===== src/design/mmhq_pkg.sv =====
// ----------------------------------------------------------------------------
// Min-max heap queue package
// Shared types, codes and defaults of the min-max heap queue unit.
// ----------------------------------------------------------------------------
package mmhq_pkg;

   localparam int CAPACITY_DEF  = 1024;
   localparam int KEY_WIDTH_DEF = 32;

   // Fixed field widths of the stream words.
   localparam int KIND_W   = 3;
   localparam int NKEY_W   = 32;
   localparam int POS_W    = 11;
   localparam int DELTA_W  = 31;
   localparam int KOUT_W   = 32;
   localparam int CODE_W   = 2;
   localparam int COUNT_W  = 11;
   localparam int REQ_DATA_W = 80;
   localparam int RSP_DATA_W = 48;

   // Candidate counts of the two scans: the top three slots, or the two
   // children and four grandchildren of a node.
   localparam int ROOT_SCAN = 3;
   localparam int DESC_SCAN = 6;

   typedef enum logic [2:0] {
      REQ_INSERT     = 3'd0,
      REQ_DELETE_MIN = 3'd1,
      REQ_DELETE_MAX = 3'd2,
      REQ_FIND_MIN   = 3'd3,
      REQ_FIND_MAX   = 3'd4,
      REQ_INC_KEY    = 3'd5,
      REQ_DEC_KEY    = 3'd6
   } req_kind_type;

   typedef enum logic [1:0] {
      RC_OK      = 2'd0,
      RC_EMPTY   = 2'd1,
      RC_FULL    = 2'd2,
      RC_BAD_POS = 2'd3
   } rsp_code_type;

   typedef enum logic [4:0] {
      CMD_NONE,
      CMD_LOAD,
      CMD_START,
      CMD_INS_INIT,
      CMD_RD_ROOT,
      CMD_TAKE_ROOT,
      CMD_RD_LAST,
      CMD_DEL_LOAD,
      CMD_ROOT_INIT,
      CMD_DESC_INIT,
      CMD_SCAN_RD,
      CMD_SCAN_CMP,
      CMD_MAX_TAKE,
      CMD_RD_POS,
      CMD_KC_LOAD,
      CMD_TD_MOVE,
      CMD_RD_PARENT,
      CMD_TD_FIX,
      CMD_WRITE_K,
      CMD_BU_INIT,
      CMD_LOAD_K,
      CMD_BU_FIRST,
      CMD_RD_GRAND,
      CMD_BS_STEP,
      CMD_FINISH
   } cmd_type;

   typedef enum logic [4:0] {
      S_IDLE,
      S_START,
      S_INS,
      S_RD_ROOT,
      S_TAKE_ROOT,
      S_RD_LAST,
      S_DEL_LOAD,
      S_MAX_INIT,
      S_SCAN_RD,
      S_SCAN_CMP,
      S_MAX_TAKE,
      S_RD_POS,
      S_KC_LOAD,
      S_TD_TEST,
      S_TD_MOVE,
      S_TD_RDP,
      S_TD_FIX,
      S_TD_END,
      S_BU_SELF,
      S_BU_LOADK,
      S_BU_RDP,
      S_BU_FIRST,
      S_BS_RD,
      S_BS_CHK,
      S_BU_END,
      S_FINISH
   } state_type;

   typedef struct packed {
      req_kind_type op;
      logic         run;
      logic         has_child;
      logic         scan_end;
      logic         scan_root;
      logic         td_moves;
      logic         best_grand;
      logic         idx_gt1;
      logic         idx_gt3;
      logic         bs_moves;
   } dp_status_type;

endpackage


===== src/design/mmhq_ctrl.sv =====
// ----------------------------------------------------------------------------
// Min-max heap queue controller
// Sequences each request through the datapath one micro-step a cycle; a stalled output holds finish.
// ----------------------------------------------------------------------------
module mmhq_ctrl
   import mmhq_pkg::*;
(
   input  logic          clock,
   input  logic          reset,
   input  logic          req_tvalid,
   output logic          req_tready,
   output logic          rsp_tvalid,
   input  logic          rsp_tready,
   input  dp_status_type status,
   output cmd_type       cmd
);

   state_type state_ff, state_in;
   logic      rsp_valid_ff, rsp_valid_in;
   logic      fin;

   always_comb begin
      state_in = state_ff;
      cmd      = CMD_NONE;
      fin      = 1'b0;
      case (state_ff)
         S_IDLE: begin
            if (req_tvalid) begin
               cmd      = CMD_LOAD;
               state_in = S_START;
            end
         end
         S_START: begin
            cmd = CMD_START;
            if (!status.run) begin
               state_in = S_FINISH;
            end else begin
               case (status.op)
                  REQ_INSERT:                   state_in = S_INS;
                  REQ_DELETE_MIN, REQ_FIND_MIN: state_in = S_RD_ROOT;
                  REQ_DELETE_MAX, REQ_FIND_MAX: state_in = S_MAX_INIT;
                  REQ_INC_KEY, REQ_DEC_KEY:     state_in = S_RD_POS;
                  default:                      state_in = S_FINISH;
               endcase
            end
         end
         S_INS: begin
            cmd      = CMD_INS_INIT;
            state_in = S_BU_RDP;
         end
         S_RD_ROOT: begin
            cmd      = CMD_RD_ROOT;
            state_in = S_TAKE_ROOT;
         end
         S_TAKE_ROOT: begin
            cmd      = CMD_TAKE_ROOT;
            state_in = (status.op == REQ_FIND_MIN) ? S_FINISH : S_RD_LAST;
         end
         S_RD_LAST: begin
            cmd      = CMD_RD_LAST;
            state_in = S_DEL_LOAD;
         end
         S_DEL_LOAD: begin
            cmd      = CMD_DEL_LOAD;
            state_in = S_TD_TEST;
         end
         S_MAX_INIT: begin
            cmd      = CMD_ROOT_INIT;
            state_in = S_SCAN_RD;
         end
         S_SCAN_RD: begin
            if (status.scan_end) begin
               state_in = status.scan_root ? S_MAX_TAKE : S_TD_MOVE;
            end else begin
               cmd      = CMD_SCAN_RD;
               state_in = S_SCAN_CMP;
            end
         end
         S_SCAN_CMP: begin
            cmd      = CMD_SCAN_CMP;
            state_in = S_SCAN_RD;
         end
         S_MAX_TAKE: begin
            cmd      = CMD_MAX_TAKE;
            state_in = (status.op == REQ_FIND_MAX) ? S_FINISH : S_RD_LAST;
         end
         S_RD_POS: begin
            cmd      = CMD_RD_POS;
            state_in = S_KC_LOAD;
         end
         S_KC_LOAD: begin
            cmd      = CMD_KC_LOAD;
            state_in = S_TD_TEST;
         end
         S_TD_TEST: begin
            if (status.has_child) begin
               cmd      = CMD_DESC_INIT;
               state_in = S_SCAN_RD;
            end else begin
               state_in = S_TD_END;
            end
         end
         S_TD_MOVE: begin
            if (!status.td_moves) begin
               state_in = S_TD_END;
            end else begin
               cmd      = CMD_TD_MOVE;
               state_in = status.best_grand ? S_TD_RDP : S_TD_END;
            end
         end
         S_TD_RDP: begin
            cmd      = CMD_RD_PARENT;
            state_in = S_TD_FIX;
         end
         S_TD_FIX: begin
            cmd      = CMD_TD_FIX;
            state_in = S_TD_TEST;
         end
         S_TD_END: begin
            cmd = CMD_WRITE_K;
            if (status.op == REQ_INC_KEY || status.op == REQ_DEC_KEY) begin
               state_in = S_BU_SELF;
            end else begin
               state_in = S_FINISH;
            end
         end
         S_BU_SELF: begin
            cmd      = CMD_BU_INIT;
            state_in = S_BU_LOADK;
         end
         S_BU_LOADK: begin
            cmd      = CMD_LOAD_K;
            state_in = S_BU_RDP;
         end
         S_BU_RDP: begin
            if (status.idx_gt1) begin
               cmd      = CMD_RD_PARENT;
               state_in = S_BU_FIRST;
            end else begin
               state_in = S_BU_END;
            end
         end
         S_BU_FIRST: begin
            cmd      = CMD_BU_FIRST;
            state_in = S_BS_RD;
         end
         S_BS_RD: begin
            if (status.idx_gt3) begin
               cmd      = CMD_RD_GRAND;
               state_in = S_BS_CHK;
            end else begin
               state_in = S_BU_END;
            end
         end
         S_BS_CHK: begin
            if (status.bs_moves) begin
               cmd      = CMD_BS_STEP;
               state_in = S_BS_RD;
            end else begin
               state_in = S_BU_END;
            end
         end
         S_BU_END: begin
            cmd      = CMD_WRITE_K;
            state_in = S_FINISH;
         end
         S_FINISH: begin
            if (!rsp_valid_ff || rsp_tready) begin
               cmd      = CMD_FINISH;
               fin      = 1'b1;
               state_in = S_IDLE;
            end
         end
         default: begin
            state_in = S_IDLE;
         end
      endcase
   end

   assign rsp_valid_in = (rsp_valid_ff && !rsp_tready) || fin;

   always_ff @(posedge clock) begin
      if (reset) begin
         state_ff     <= S_IDLE;
         rsp_valid_ff <= 1'b0;
      end else begin
         state_ff     <= state_in;
         rsp_valid_ff <= rsp_valid_in;
      end
   end

   assign req_tready = (state_ff == S_IDLE);
   assign rsp_tvalid = rsp_valid_ff;

   a_one_in_flight : assert property (@(posedge clock) disable iff (reset)
      (req_tvalid && req_tready) |=> (state_ff == S_START))
      else $error("accepted word did not start a request");

   a_finish_slot : assert property (@(posedge clock) disable iff (reset)
      fin |-> (!rsp_valid_ff || rsp_tready))
      else $error("result loaded over an untaken word");

   a_load_idle : assert property (@(posedge clock) disable iff (reset)
      (cmd == CMD_LOAD) |-> (state_ff == S_IDLE))
      else $error("request fields loaded outside idle");

endmodule


===== config.mk =====
export PLATFORM = sky130hd
export DESIGN_NAME = mmhq_ctrl
export DESIGN_NICKNAME = d
export VERILOG_FILES = /design/src/design/mmhq_pkg.sv /design/src/design/mmhq_ctrl.sv
export SDC_FILE = /design/constraint.sdc
export NUM_CORES = 1
export LEC_CHECK = 0
export CAP_MARGIN = 20
export CORE_ASPECT_RATIO = 1.4
export CORE_UTILIZATION = 50
export DETAILED_ROUTE_END_ITERATION = 12
export DONT_BUFFER_PORTS = 1
export PLACE_DENSITY_LB_ADDON = 0.3
export RECOVER_POWER = 100
export SYNTH_ARGS = -nofsm -noshare
export SYNTH_HDL_FRONTEND = slang
export SYNTH_SLANG_ARGS = --single-unit

===== constraint.sdc =====
create_clock -name clock -period 2.1 [get_ports clock]
set_input_delay 0.525 -clock clock [delete_from_list [all_inputs] [get_ports clock]]
set_output_delay 0.525 -clock clock [all_outputs]
set_load 0.03 [all_outputs]

-- After elaboration in Yosys (flattened, before gate mapping)
Cells that the tools add are included.
- input bits: 16
- flip-flop bits (word level): 6
- mux-type cells: 27
- reductions and logical operators: 16
- eq/ne operators: 33
- operators by type and width (kind ; number):
    one-hot mux 5 bit (25 select lines) ; 1
    one-hot mux 5 bit (22 select lines) ; 1
    2-to-1 mux 5 bit ; 12
    equality test 5 bit, second input constant ; 10
    equality test 5 x 4 -> 1 bit, second input constant ; 8
    2-to-1 mux 4 bit ; 7
    equality test 5 x 3 -> 1 bit, second input constant ; 4
    one-hot mux 5 bit (4 select lines) ; 1
    OR reduction 2 bit ; 6
    equality test 5 x 2 -> 1 bit, second input constant ; 2
    equality test 3 bit, second input constant ; 3
    equality test 3 x 2 -> 1 bit, second input constant ; 2
    2-to-1 mux 3 bit ; 2
    equality test 5 x 1 -> 1 bit, second input constant ; 1
    zero test 5 bit ; 1
    != test 2 bit, second input constant ; 2
    equality test 3 x 1 -> 1 bit, second input constant ; 1
    zero test 3 bit ; 1
    logical OR 1 bit ; 3
    2-to-1 mux 1 bit ; 3
    OR reduction 3 bit ; 1
    zero test 1 bit ; 2
    AND reduction 2 bit ; 1
    logical AND 1 bit ; 1

-- Depth between registers and ports, before layout
- depth in word-level cells: 5
- mapped depth: 8
- gate-level depth less buffers: 5

-- Worst setup path after synthesis
Ideal clock, no wire load.
- path type: flip-flop to output port
- from: reg state_ff[0]
- to: out cmd[2]
- cell stages (with the launch flop): 5
- required time: 1.575 ns
- path buffers: 2
- arrival: 1.652 ns
- path slack: -0.077 ns
- cells stage by stage: dfxtp_1 > buf_2 > buf_1 > o32a_1 > o21ai_0
- word-level cells in the longest chain between the ends: 3
- elaborated cells on any way between the ends: 28
- classes of those cells: eq/ne: 25; mux: 1; reduce/logical: 2
- ends and longest elaborated chain (item ; RTL line ; source):
    from (decl) ; mmhq_ctrl.sv:18 ; state_type state_ff, state_in;
    from (signal assigned) ; mmhq_ctrl.sv:187 ; state_ff <= state_in;
    equality test 5 bit ; mmhq_ctrl.sv:26 ; case (state_ff)
    OR reduction 2 bit (no line) ; -- ;
    one-hot mux 5 bit (25 select lines) * ; mmhq_ctrl.sv:26 ;
    to (decl) ; mmhq_ctrl.sv:15 ; output cmd_type cmd
Mark *: on every way between the ends. The rest lies on a longest branch, timed or not.

-- Worst setup path after layout
- from: reg state_ff[1]
- to: out cmd[3]
Same word-level chain as after synthesis.

==> results_dict.tcl <==
set metrics [dict create \
    portBuffers 0 \
    path_class "flip-flop to output port" \
    grt_max_degree 20 \
    yosys.cell_types.count 47 \
    fin_area_sq_mm 0.001564 \
    path_clk_slew_ns 0.05 \
    h-tree-depth 1 \
    drv_cap 0 \
    hold_path_depth 1 \
    status "finished with violations" \
    synth_top_flop_cell "dfxtp_1" \
    fin_crit_sh 1.007 \
    ioPinCount 23 \
    drc 0 \
    cp.arrival_ns 1.59 \
    finalSetupViolations 1 \
    syn_nets 192 \
    holdWs_ns 0.3449 \
    avgSynthCellArea_sq_um 6.292 \
    die_area_sq_mm 0.002409 \
    hold_viol 0 \
    p_leak_uw 0.0005985 \
    nets 217 \
    required_ns 1.57 \
    yosys_register_bits 6 \
    cts_root_buf "clkbuf_4" \
    drive_above_1_share 0.3668 \
    period_needed_ns 2.114 \
    rsz0062_at_grt "yes" \
    cts_tree "built" \
    end_kind "output port" \
    die_w_microns 41.77 \
    highest_layer "met4" \
    min_to "rsp_tvalid$_SDFF_PP0_" \
    synth_area_sq_mm 0.001107 \
    initial_core_util 0.5480 \
    vdd_drop_max_mv 1.142 \
    setup_ws_ns -0.01389 \
    critPathMaxFanout 5 \
    post_drt_via_cell_ratio 7.127 \
    max_freq_ghz 0.4731 \
    clock_sinks 6 \
    clock_path_buffers 2 \
    drt_pass1_iterations 6 \
    dr_wl_met3_microns 374 \
    postRouteAntennaNets 0 \
    routabilityCongestion 1.099 \
    antenna_found_initial 0 \
    fin_skew_ns 0.009317 \
    multiInputGateArea_sq_um 989.7 \
    seq_area_sq_um 136.4 \
    synthCells 176 \
    violations "negative setup slack" \
    clk_latency_ns 0.24 \
    slew_violations 0 \
    routed_wl_mm 4.457 \
    wl_met1_mm 1.604 \
    relSlewSlack 0.6726 \
    route.met2.wl_mm 2.148 \
    yosysWarnings 0 \
    track_usage 0.3381 \
    power.density_mw_per_mm2 1383 \
    vias 1568 \
    worstHoldStart "reset" \
    tightest_slew_ns 0.4866 \
    dpl-instance-area_sq_mm 0.001281 \
    core_sq_mm 0.002021 \
    overflow 0 \
    area_delta_synth_final_pct 41.24 \
    yosysSeqAreaShare 0.1085 \
    rows 19 \
    detailed_place_hpwl_mm 2.877 \
    hold_path.class "input port to flip-flop" \
    grt_pass1_wl_mm 6.382 \
    hold_buffers 0 \
    fill_cells 143 \
    r2r_slack_ns 0.20 \
    n_antenna_cell 0 \
    worstReg2RegEnd "state_ff[3]$_SDFFE_PP0P_" \
    fin_tns_setup_ns -0.01389 \
    grt_pass1_vias 1448 \
    rr_worst_depth 6 \
    cts_buffers 3 \
    drt_iter0_drc 103 \
    r2r-start "state_ff[1]$_SDFFE_PP0P_" \
    die_height_microns 57.68 \
    final_util 0.7740 \
    async_flop_share 0 \
    start_kind "flip-flop" \
    routedWlPerCell_microns 20.26 \
    synth-edff-count 0 \
]
[final cells by class]
class	count	share of cell area
timing repair buffer	37	0.2368
clock buffer	3	0.01440
tap	21	0.01680
inverter	5	0.01200
sequential	6	0.08720
multi-input combinational	148	0.6328
[flip-flops by register name, summed over array words and instances, names as in the netlist]
register / count
state_ff: 5
rsp_tvalid: 1
[routing by layer]
metal	vias up	GRT usage
li1	710	-
met1	700	0.3757
met2	122	0.6116
met3	36	0.04050
met4	0	0.1935
met5	-	0
[repair_timing]
item / CTS / global route
pin swaps: 6 / 8
gates cloned: 1 / 1
gates resized for setup: 14 / 30
setup endpoints to repair: 5 / 5
setup buffers: 4 / 6
[cell usage in the layout, fill, tap and decap left out, types with 3 or more instances in the layout]
cell type / synthesis / final
buf_4: 0 / 25
nand2_1: 22 / 19
a21oi_1: 14 / 11
nor2_1: 12 / 10
o21ai_0: 12 / 7
nand3_1: 7 / 6
a31oi_1: 6 / 6
nand2b_1: 7 / 5
nor3_1: 8 / 5
buf_6: 1 / 5
o21ai_1: 0 / 4
nand4_1: 4 / 4
o22ai_1: 4 / 4
nor2b_1: 7 / 4
nor4_1: 4 / 4
nor3b_1: 4 / 4
dfxtp_4: 0 / 4
nor3_2: 0 / 3
inv_1: 4 / 3
nor2_2: 1 / 3
nand2_2: 0 / 3
a21oi_2: 0 / 3
clkbuf_4: 0 / 3
buf_12: 0 / 3
[metrics by stage]
step                worst slack [ns]  total power [uW]  std cells
finish                      -0.01389              2163        220
CTS                        -0.008968              1895        213
global route                -0.07382              2262        220
floorplan                    0.08552              1188        176
detailed placement           0.04786              1641        205
global placement              0.1242              1621        205
[critical path, stage by stage (launching register included)]
cell and delay [ns]:
dfxtp_4 0.36, buf_12 0.14, buf_6 0.11, nand4b_1 0.12, o21ai_1 0.09, a221o_1 0.38
buf_6 0.15
[worst max-delay path by stage]
stage / start / end / slack [ns] / cells past startpoint
after floorplan: state_ff[1]$_SDFFE_PP0P_ / cmd[0] / 0.09 / 6
after CTS: state_ff[3]$_SDFFE_PP0P_ / cmd[3] / -0.009 / 6
after detailed placement: state_ff[3]$_SDFFE_PP0P_ / cmd[3] / 0.05 / 6
after global placement: state_ff[2]$_SDFFE_PP0P_ / cmd[4] / 0.12 / 6
final: state_ff[1]$_SDFFE_PP0P_ / cmd[3] / -0.01 / 6
after global routing: state_ff[1]$_SDFFE_PP0P_ / cmd[4] / -0.07 / 7
[cells in the mapped netlist, types with 4 or more instances]
cell type  count  share of area
a21oi_1       14          0.063
buf_2         10          0.045
nor3_1         8          0.036
o21ai_0       12          0.054
nor2_1        12          0.041
dfxtp_1        6           0.11
nand2_1       22          0.075
clkbuf_1       4          0.014
inv_1          4          0.014
nand4_1        4          0.023
nor4_1         4          0.023
nor3b_1        4          0.027
nand2b_1       7          0.040
nor2b_1        7          0.040
o22ai_1        4          0.023
a31oi_1        6          0.034
nand3_1        7          0.032
[logic make-up after synthesis]
group                  after synthesis  synth area share
XOR/XNOR                             1          0.007911
AND/OR/NAND/NOR                     83            0.3909
multiplexers                         2           0.01808
AO/OA/AOI/OAI                       62            0.3819
flip-flops                           6            0.1085
buffers and inverters               22           0.09265
[where the power goes]
group / internal (uW) / switching (uW)
combinational: 817 / 992
sequential: 168 / 80.3
clock: 64.7 / 41.3
No activity file was read; power rests on OpenSTA's default activity.
